<file path="config.mk">
export PLATFORM = sky130hd
export DESIGN_NAME = iir_filter_direct_form1
export DESIGN_NICKNAME = d
export VERILOG_FILES = /design/src/iirdf1_pkg.sv /design/src/iirdf1_mac.sv /design/src/iir_filter_direct_form1.sv
export SDC_FILE = /design/constraint.sdc
export NUM_CORES = 2
export LEC_CHECK = 0
export ABC_AREA = 0
export CELL_PAD_IN_SITES_DETAIL_PLACEMENT = 1
export CELL_PAD_IN_SITES_GLOBAL_PLACEMENT = 1
export CORE_MARGIN = 4
export CORE_UTILIZATION = 47
export CTS_CLUSTER_SIZE = 24
export DETAILED_ROUTE_END_ITERATION = 16
export DONT_BUFFER_PORTS = 1
export HOLD_SLACK_MARGIN = 0.05
export PLACE_DENSITY_LB_ADDON = 0.12
export SLEW_MARGIN = 20
export SYNTH_ARGS = -nofsm -noshare
export SYNTH_HDL_FRONTEND = slang
export SYNTH_SLANG_ARGS = --single-unit
</file>
<file path="constraint.sdc">
create_clock -name clk -period 8.4 [get_ports clk]
set_input_delay 0.84 -clock clk [delete_from_list [all_inputs] [get_ports clk]]
set_output_delay 0.84 -clock clk [all_outputs]
set_load 0.01 [all_outputs]
</file>
<file path="src/iirdf1_pkg.sv">
`timescale 1ns / 1ps
// ---------------------------------------------------------------------------
// IIR direct-form-I filter package
// Shared constants, register indexes and the control word of the MAC unit.
// ---------------------------------------------------------------------------
package iirdf1_pkg;

	localparam int MAX_ORDER_DEF = 7;
	localparam int SAMPLE_W      = 16;
	localparam int COEF_W        = 16;
	localparam int PROD_W        = SAMPLE_W + COEF_W;
	localparam int ACC_W_DEF     = PROD_W + $clog2(MAX_ORDER_DEF + 1);
	localparam int CFG_W         = 64;
	localparam int SHIFT_W       = 5;
	localparam int ORDER_W       = 3;

	localparam logic [ORDER_W-1:0] ORDER_RESET   = ORDER_W'(7);
	localparam logic [SHIFT_W-1:0] SHIFT_A_RESET = SHIFT_W'(15 + 8);
	localparam logic [SHIFT_W-1:0] SHIFT_B_RESET = SHIFT_W'(15 - 4);

	typedef enum logic [2:0] {
		REG_FILTER_ORDER    = 3'd0,
		REG_FIR_ONLY        = 3'd1,
		REG_FEED_COEFS_LOW  = 3'd2,
		REG_FEED_COEFS_HIGH = 3'd3,
		REG_BACK_COEFS_LOW  = 3'd4,
		REG_BACK_COEFS_HIGH = 3'd5,
		REG_SHIFT_A         = 3'd6,
		REG_SHIFT_B         = 3'd7
	} reg_idx_t;

	// Control word from the sequencer to the multiply-accumulate unit.
	typedef struct packed {
		logic clear;     // zero both accumulators
		logic issue;     // start one product this cycle
		logic feedback;  // product belongs to the feedback sum
	} mac_ctrl_t;

endpackage

</file>
<file path="src/iirdf1_mac.sv">
`timescale 1ns / 1ps
// ---------------------------------------------------------------------------
// IIR filter multiply-accumulate unit
// One registered 16x16 signed multiplier feeding two accumulators, one for
// the feedforward sum and one for the feedback sum.
// ---------------------------------------------------------------------------
module iirdf1_mac #(
	parameter int ACC_W = iirdf1_pkg::ACC_W_DEF
) (
	input  logic                                  clk,
	input  logic                                  arst_n,
	input  iirdf1_pkg::mac_ctrl_t                 ctrl,
	input  logic signed [iirdf1_pkg::COEF_W-1:0]  coef,
	input  logic signed [iirdf1_pkg::SAMPLE_W-1:0] sample,
	output logic signed [ACC_W-1:0]               acc_a,
	output logic signed [ACC_W-1:0]               acc_b
);

	logic signed [iirdf1_pkg::PROD_W-1:0] prod_s1;
	logic                                 vld_s1;
	logic                                 fb_s1;
	logic signed [ACC_W-1:0]              acc_a_q;
	logic signed [ACC_W-1:0]              acc_b_q;

	always_ff @(posedge clk) begin
		prod_s1 <= coef * sample;
	end

	always_ff @(posedge clk or negedge arst_n) begin
		if (!arst_n) begin
			vld_s1  <= 1'b0;
			fb_s1   <= 1'b0;
			acc_a_q <= '0;
			acc_b_q <= '0;
		end else begin
			vld_s1 <= ctrl.issue;
			fb_s1  <= ctrl.feedback;
			if (ctrl.clear) begin
				acc_a_q <= '0;
				acc_b_q <= '0;
			end else if (vld_s1) begin
				if (fb_s1) begin
					acc_b_q <= acc_b_q + ACC_W'(prod_s1);
				end else begin
					acc_a_q <= acc_a_q + ACC_W'(prod_s1);
				end
			end
		end
	end

	assign acc_a = acc_a_q;
	assign acc_b = acc_b_q;

endmodule

</file>
<file path="src/iir_filter_direct_form1.sv">
`timescale 1ns / 1ps
// ---------------------------------------------------------------------------
// IIR filter, direct form I
// Configurable order up to MAX_ORDER, 16-bit fixed point, saturating output.
// ---------------------------------------------------------------------------
//  channel   signals                                  direction
//  config    cfg_we, cfg_index, cfg_data              in, write only
//  input     in_valid, in_ready, sample_in            in
//  output    out_valid, out_ready, sample_out, sat.   out
//
// Each sample runs through the feedforward taps, then the feedback taps,
// which FIR mode skips. The shared multiplier issues one tap per cycle,
// followed by a drain step and a combine step.
// Reset clears the histories, heads and registers to their defaults.
// The finished sample sits in an output register; a new input is accepted
// while it waits, and only the combine step holds for a stalled output.
// ---------------------------------------------------------------------------
module iir_filter_direct_form1 #(
	parameter int MAX_ORDER = iirdf1_pkg::MAX_ORDER_DEF
) (
	input  logic                                    clk,
	input  logic                                    arst_n,
	input  logic                                    cfg_we,
	input  logic [2:0]                              cfg_index,
	input  logic [iirdf1_pkg::CFG_W-1:0]            cfg_data,
	input  logic                                    in_valid,
	output logic                                    in_ready,
	input  logic signed [iirdf1_pkg::SAMPLE_W-1:0]  sample_in,
	output logic                                    out_valid,
	input  logic                                    out_ready,
	output logic signed [iirdf1_pkg::SAMPLE_W-1:0]  sample_out,
	output logic                                    saturated
);

	localparam int HW    = $clog2(MAX_ORDER + 1);
	localparam int OHW   = (MAX_ORDER > 1) ? $clog2(MAX_ORDER) : 1;
	localparam int ACC_W = iirdf1_pkg::PROD_W + $clog2(MAX_ORDER + 1);
	localparam int YW    = ACC_W + 1;
	localparam int SW    = iirdf1_pkg::SAMPLE_W;

	localparam logic signed [YW-1:0] Y_MAX = YW'(32767);
	localparam logic signed [YW-1:0] Y_MIN = -YW'(32768);

	typedef enum logic [2:0] {
		S_IDLE,
		S_FF,
		S_FB,
		S_DRAIN,
		S_COMB
	} state_t;

	function automatic logic signed [15:0] coef_a(input logic [63:0] lo,
		input logic [63:0] hi, input int unsigned i);
		logic signed [15:0] c;
		c = '0;
		if (i < 4) begin
			c = lo[16*(i % 4) +: 16];
		end else if (i < 8) begin
			c = hi[16*(i % 4) +: 16];
		end
		return c;
	endfunction

	// Index 0 selects b1.
	function automatic logic signed [15:0] coef_b(input logic [63:0] lo,
		input logic [47:0] hi, input int unsigned i);
		logic signed [15:0] c;
		c = '0;
		if (i < 4) begin
			c = lo[16*(i % 4) +: 16];
		end else if (i < 7) begin
			c = hi[16*(i % 4) +: 16];
		end
		return c;
	endfunction

	// Configuration registers
	logic [iirdf1_pkg::ORDER_W-1:0] order_q;
	logic                           fir_q;
	logic [63:0]                    fa_lo_q;
	logic [63:0]                    fa_hi_q;
	logic [63:0]                    fb_lo_q;
	logic [47:0]                    fb_hi_q;
	logic [iirdf1_pkg::SHIFT_W-1:0] sa_q;
	logic [iirdf1_pkg::SHIFT_W-1:0] sb_q;

	// Histories and sequencer state
	logic signed [SW-1:0] in_hist_q  [0:MAX_ORDER];
	logic signed [SW-1:0] out_hist_q [0:MAX_ORDER-1];
	logic [HW-1:0]        ih_q;
	logic [OHW-1:0]       oh_q;
	logic [HW-1:0]        idx_q;
	logic [OHW-1:0]       oidx_q;
	logic [HW-1:0]        cnt_q;
	state_t               state_q;
	logic                 out_valid_q;
	logic signed [SW-1:0] sample_out_q;
	logic                 sat_q;

	logic [HW-1:0]         ord_eff;
	logic [HW-1:0]         ord_m1;
	logic [HW-1:0]         ih_next;
	logic [OHW-1:0]        oh_next;
	logic [OHW-1:0]        oidx_start;
	logic                  in_xfer;
	logic                  out_free;
	iirdf1_pkg::mac_ctrl_t mac_ctrl;
	logic signed [15:0]    mac_coef;
	logic signed [SW-1:0]  mac_sample;
	logic signed [ACC_W-1:0] acc_a;
	logic signed [ACC_W-1:0] acc_b;
	logic signed [YW-1:0]  y_full;
	logic signed [SW-1:0]  y_sat;
	logic                  y_clip;

	// Order clamped to 1..MAX_ORDER.
	always_comb begin
		if (order_q == '0) begin
			ord_eff = HW'(1);
		end else if (int'(order_q) > MAX_ORDER) begin
			ord_eff = HW'(MAX_ORDER);
		end else begin
			ord_eff = HW'(order_q);
		end
	end

	assign ord_m1 = ord_eff - HW'(1);

	always_comb begin
		if (ih_q == '0 || ih_q > ord_eff) begin
			ih_next = ord_eff;
		end else begin
			ih_next = ih_q - HW'(1);
		end
		if (oh_q == '0 || HW'(oh_q) > ord_m1) begin
			oh_next = OHW'(ord_m1);
		end else begin
			oh_next = oh_q - OHW'(1);
		end
		// The output head can be stale after the order was lowered.
		if (HW'(oh_q) >= ord_eff) begin
			oidx_start = '0;
		end else begin
			oidx_start = oh_q;
		end
	end

	assign in_ready = (state_q == S_IDLE);
	assign in_xfer  = in_valid && in_ready;
	assign out_free = !out_valid_q || out_ready;

	always_comb begin
		mac_ctrl          = '0;
		mac_ctrl.clear    = in_xfer;
		mac_coef          = '0;
		mac_sample        = '0;
		if (state_q == S_FF) begin
			mac_ctrl.issue = 1'b1;
			mac_coef       = coef_a(fa_lo_q, fa_hi_q, int'(cnt_q));
			mac_sample     = in_hist_q[idx_q];
		end else if (state_q == S_FB) begin
			mac_ctrl.issue    = 1'b1;
			mac_ctrl.feedback = 1'b1;
			mac_coef          = coef_b(fb_lo_q, fb_hi_q, int'(cnt_q));
			mac_sample        = out_hist_q[oidx_q];
		end
	end

	iirdf1_mac #(
		.ACC_W (ACC_W)
	) u_mac (
		.clk    (clk),
		.arst_n (arst_n),
		.ctrl   (mac_ctrl),
		.coef   (mac_coef),
		.sample (mac_sample),
		.acc_a  (acc_a),
		.acc_b  (acc_b)
	);

	// Arithmetic shifts round toward minus infinity, as required.
	always_comb begin
		y_full = YW'(acc_a >>> sa_q) - YW'(acc_b >>> sb_q);
		y_clip = 1'b1;
		if (y_full > Y_MAX) begin
			y_sat = SW'(32767);
		end else if (y_full < Y_MIN) begin
			y_sat = SW'(-32768);
		end else begin
			y_sat  = SW'(y_full);
			y_clip = 1'b0;
		end
	end

	always_ff @(posedge clk or negedge arst_n) begin
		if (!arst_n) begin
			order_q <= iirdf1_pkg::ORDER_RESET;
			fir_q   <= 1'b0;
			fa_lo_q <= '0;
			fa_hi_q <= '0;
			fb_lo_q <= '0;
			fb_hi_q <= '0;
			sa_q    <= iirdf1_pkg::SHIFT_A_RESET;
			sb_q    <= iirdf1_pkg::SHIFT_B_RESET;
		end else if (cfg_we) begin
			unique case (iirdf1_pkg::reg_idx_t'(cfg_index))
				iirdf1_pkg::REG_FILTER_ORDER:    order_q <= cfg_data[iirdf1_pkg::ORDER_W-1:0];
				iirdf1_pkg::REG_FIR_ONLY:        fir_q   <= cfg_data[0];
				iirdf1_pkg::REG_FEED_COEFS_LOW:  fa_lo_q <= cfg_data;
				iirdf1_pkg::REG_FEED_COEFS_HIGH: fa_hi_q <= cfg_data;
				iirdf1_pkg::REG_BACK_COEFS_LOW:  fb_lo_q <= cfg_data;
				iirdf1_pkg::REG_BACK_COEFS_HIGH: fb_hi_q <= cfg_data[47:0];
				iirdf1_pkg::REG_SHIFT_A:         sa_q    <= cfg_data[iirdf1_pkg::SHIFT_W-1:0];
				iirdf1_pkg::REG_SHIFT_B:         sb_q    <= cfg_data[iirdf1_pkg::SHIFT_W-1:0];
				default: ;
			endcase
		end
	end

	always_ff @(posedge clk or negedge arst_n) begin
		if (!arst_n) begin
			state_q      <= S_IDLE;
			ih_q         <= '0;
			oh_q         <= '0;
			idx_q        <= '0;
			oidx_q       <= '0;
			cnt_q        <= '0;
			out_valid_q  <= 1'b0;
			sample_out_q <= '0;
			sat_q        <= 1'b0;
			for (int i = 0; i <= MAX_ORDER; i++) begin
				in_hist_q[i] <= '0;
			end
			for (int i = 0; i < MAX_ORDER; i++) begin
				out_hist_q[i] <= '0;
			end
		end else begin
			if (out_valid_q && out_ready) begin
				out_valid_q <= 1'b0;
			end
			unique case (state_q)
				S_IDLE: begin
					if (in_xfer) begin
						ih_q               <= ih_next;
						in_hist_q[ih_next] <= sample_in;
						idx_q              <= ih_next;
						cnt_q              <= '0;
						state_q            <= S_FF;
					end
				end
				S_FF: begin
					cnt_q <= cnt_q + HW'(1);
					idx_q <= (idx_q == ord_eff) ? '0 : idx_q + HW'(1);
					if (cnt_q == ord_eff) begin
						cnt_q  <= '0;
						oidx_q <= oidx_start;
						state_q <= fir_q ? S_DRAIN : S_FB;
					end
				end
				S_FB: begin
					cnt_q  <= cnt_q + HW'(1);
					oidx_q <= (HW'(oidx_q) + HW'(1) >= ord_eff) ? '0 : oidx_q + OHW'(1);
					if (cnt_q == ord_m1) begin
						state_q <= S_DRAIN;
					end
				end
				S_DRAIN: begin
					state_q <= S_COMB;
				end
				S_COMB: begin
					if (out_free) begin
						sample_out_q        <= y_sat;
						sat_q               <= y_clip;
						out_valid_q         <= 1'b1;
						oh_q                <= oh_next;
						out_hist_q[oh_next] <= y_sat;
						state_q             <= S_IDLE;
					end
				end
				default: state_q <= S_IDLE;
			endcase
		end
	end

	assign out_valid  = out_valid_q;
	assign sample_out = sample_out_q;
	assign saturated  = sat_q;

endmodule
</file>
==> impl.org <==
** Outcome
- Result of the run :: finished with violations
- Violated checks :: negative hold slack, max-slew violations

** Layout
- Multi-input logic area :: about 29,000 µm²
- Final instance area :: roughly 51,000 µm²
- Leaving out fill and tap cells, the most frequent cell in the layout is sky130_fd_sc_hd__dfrtp_1.
- The library cells used most frequently in the layout, excluding fill and tap cells, are sky130_fd_sc_hd__dfrtp_1, sky130_fd_sc_hd__nor2_1, sky130_fd_sc_hd__nand2_1.
- # diodes :: 0
- For this run, the post-layout net count is just over 5,000.
- Across the whole layout, storage elements account for approximately 16,000 µm².
- The area growth from synthesis to layout is 9.86%.
- The filler cells instantiated in the layout total about 11,000.
- Share of cells above drive strength 1 :: ~19%

** Floorplanning
- Initial core utilization :: a little under half
- The die covers between 100,000 and 150,000 µm².
- I/O pin cnt :: approximately 110
- In this run the horizontal extent of the chip is 324 µm.
- The core region is 98,700 µm².
- Standard-cell row count :: 115
- In this run the vertical extent of the chip is ~320 µm.

** Route
- After the first detailed-routing iteration, the DRC count stood at roughly 2,000.
- WL final :: about 140,000 µm
- Drt pass-1 iters :: 7
- In the routed layout, each cell is associated on average with a via count of slightly below 6.
- Antenna-violating nets left :: 0
- Number of design rule violations left after detail routing :: 0
- DR WL/cell :: between 20 and 25 µm
- Detailed-route via count :: between 30,000 and 40,000

** Logic synthesis
- Synth Register Bits :: between 600 and 700
- Mapped cell area :: between 40,000 and 50,000 µm²
- Summed over its instances, the top area cell type makes up around a third of the synthesized netlist area.
- In the synthesized netlist the async set-or-reset flop fraction comes to 95.0%.
- Commonest register cell after synthesis :: sky130_fd_sc_hd__dfrtp_1
- Number of flops mapped to enable cells by yosys :: 0
- Sequential elements use approximately a third of the synthesized area.
- Post-synthesis cell count :: roughly 4,600
- Synth Area per Inst :: about 10 µm²
- Synthesis instantiated 86 different standard cells from the library.
- Post-synth net total :: a little over 5,000
- The biggest area contributor in the post-synthesis netlist is sky130_fd_sc_hd__dfrtp_1.
- During synthesis, Yosys emitted a total of 0 warnings.
- Top post-synthesis cells by area :: sky130_fd_sc_hd__dfrtp_1, sky130_fd_sc_hd__fa_1, sky130_fd_sc_hd__mux2_2

** CTS
- The later pin in the worst-skew pair is clocked with a latency of 0.67 ns.
- Number of H-tree levels :: 3
- Setup fix buffers added after clock tree synthesis :: 0
- No sink is reached through more buffers than the 3 on the longest clock path.
- The tree is rooted in a sky130_fd_sc_hd__clkbuf_16.
- Clock-pin slew of the registers on the worst-case setup and hold paths :: about 0.06 ns
- The clock drives roughly 630 sinks.
- CTS tree :: yes
- Total CTS buffers :: 75

** STA
- The number of slew-limit violations in the final report is about 170.
- Worst hold slack :: -0.105 ns
- Setup repair after global routing could not meet its margin everywhere.
- Clock Skew :: 0.0497 ns
- Crit path time final :: approximately 8 ns
- Final setup viols :: 0
- The number of failing hold endpoints at the final stage came to 70.
- The final critical path takes up approximately 95% of the cycle.
- In this run the tightest slew margin relative to its limit is -15.5%.
- For the pin with the worst max-slew slack, the measured transition is about 1.7 ns.
- Timing would allow up to about 0.12 GHz.

** Setup path
- Along the worst path, the maximum fanout reaches 50.
- Register-to-register setup slack :: 0.39 ns
- Category of cells accounting for the largest share of critical-path delay :: adder cells
- At the worst endpoint, the required time is approximately 9.0 ns.
- Delay of the slowest cell on the worst path :: about 0.57 ns
- The most numerous cell type found on the critical path is sky130_fd_sc_hd__fa_1.
- The worst setup path is captured at a register.
- Crit. path cell count :: 28
- Slowest stage cell, crit path :: sky130_fd_sc_hd__dfrtp_4
- Critical path start-end classification :: reg2reg
- Counting cells, the worst reg-to-reg path comes to 28.
- For the worst setup path, the data arrival time is between 8 and 9 ns.
- Combined buffer and inverter count along the critical path :: 7
- STA classifies the critical path startpoint as a register.

** Placement
- Post-detailed-placement cell area :: 48,900 µm²
- Port bufs :: 0
- Routability-driven placement finished with a final weighted congestion of slightly above 0.9.
- After legalization and detailed placement, the total HPWL measured between 100,000 and 150,000 µm.

** Job
- Across the run, the number of max-cap violations was 0.

** Worst hold path
- The tightest min-delay check is of the in2async type.

** GRT
- Maximum number of pins on one net before global-route repair :: roughly 600
- Across every metal layer, demand over resource in global routing totals roughly 28%.
- The number of antenna violations at the first check in global routing is 4.
- Number of global-route vias before repair :: ~38,000
- The first global-routing pass estimated 228,000 µm of wire.
- Global-route congestion overflow total :: 0
## cell type report
class / instances / area share (%)
Multi-Input combinational cell: 3353 / 56.0
Sequential cell: 634 / 30.6
Clock buffer: 115 / 4.35
Tap cell: 1287 / 3.13
Inverter: 372 / 2.71
Timing Repair Buffer: 161 / 2.57
Clock inverter: 23 / 0.686
## worst paths after layout
path | from | end
worst max-delay path | cnt_q[2]$_DFFE_PN0P_ | u_mac.prod_s1[31]$_DFF_P_
worst min-delay path | arst_n | in_hist_q[74]$_DFFE_PN0P_
worst max register to register | cnt_q[2]$_DFFE_PN0P_ | u_mac.prod_s1[31]$_DFF_P_
worst min register to register | out_hist_q[111]$_DFFE_PN0P_ | out_hist_q[111]$_DFFE_PN0P_
max in group asynchronous | arst_n | out_valid$_DFF_PN0_
min in group clk | cfg_data[2] | order_q[2]$_DFFE_PN1P_
## layer usage
layer | up-vias | global-route usage (%) | part of all wire [%]
li1 | 16000 | - | -
met1 | 18300 | 36.2 | 43
met2 | 608 | 48.3 | 49
met3 | 214 | 4.45 | 3.9
met4 | 2 | 9.10 | 3.6
met5 | - | 0 | 0.0090
## cell families after synthesis
family                   count (synthesis)  synth area share, %
AND/OR/NAND/NOR                       1249                 11.9
AO/OA/AOI/OAI                          857                 11.9
multiplexers                           659                 18.5
buffers and inverters                  629                 5.13
adder cells (fa/ha/maj)                470                 16.8
flip-flops                             634                 33.6
XOR/XNOR                               118                 2.25
## Yosys cell counts (14+ instances only)
master / instances
sky130_fd_sc_hd__mux2_2: 410
sky130_fd_sc_hd__clkbuf_1: 205
sky130_fd_sc_hd__a21o_1: 65
sky130_fd_sc_hd__xor2_1: 37
sky130_fd_sc_hd__o21ai_0: 175
sky130_fd_sc_hd__buf_2: 16
sky130_fd_sc_hd__dfrtp_1: 592
sky130_fd_sc_hd__nor2_1: 497
sky130_fd_sc_hd__nor3_1: 34
sky130_fd_sc_hd__mux4_2: 124
sky130_fd_sc_hd__buf_1: 33
sky130_fd_sc_hd__nand4_1: 14
sky130_fd_sc_hd__fa_1: 266
sky130_fd_sc_hd__ha_1: 204
sky130_fd_sc_hd__and2_1: 21
sky130_fd_sc_hd__a31oi_1: 94
sky130_fd_sc_hd__dfxtp_1: 32
sky130_fd_sc_hd__nand2_1: 437
sky130_fd_sc_hd__a21oi_1: 217
sky130_fd_sc_hd__a211oi_1: 27
sky130_fd_sc_hd__o21bai_1: 17
sky130_fd_sc_hd__or2_2: 27
sky130_fd_sc_hd__mux2i_1: 125
sky130_fd_sc_hd__o211ai_1: 47
sky130_fd_sc_hd__xnor2_1: 80
sky130_fd_sc_hd__and3_1: 24
sky130_fd_sc_hd__nand3_1: 54
sky130_fd_sc_hd__o21a_1: 41
sky130_fd_sc_hd__inv_1: 371
sky130_fd_sc_hd__a41oi_1: 57
sky130_fd_sc_hd__nand2b_1: 54
sky130_fd_sc_hd__nor2b_1: 24
## repair_timing
action | 4_1_cts | 5_1_grt
gates resized for setup | 0 | 2
endpoints found under the setup margin | 0 | 3
endpoints found under the hold margin | 592 | 419
## state kept, by name, summed over array words and instances (netlist names), 32 cells and up
register,flops
out_hist_q,112
fa_hi_q,64
u_mac.acc_b,35
u_mac.acc_a,35
in_hist_q,128
fb_lo_q,64
fb_hi_q,48
fa_lo_q,64
u_mac.prod_s1,32
## per-stage QoR
stage	setup WS, ns	TNS, ns	utilization [%]	instances
after floorplan	0.0898	0	-	4616
after global placement	0.411	0	49.5	5807
after global routing	-0.0385	-0.0385	52.1	5945
after CTS	0.285	0	52.1	5945
final	0.395	0	52.1	5945
after detailed placement	0.318	0	49.5	5807
Power is not shown: default switching activity piles up to over one toggle a cycle in this logic, so the estimate is an artifact.
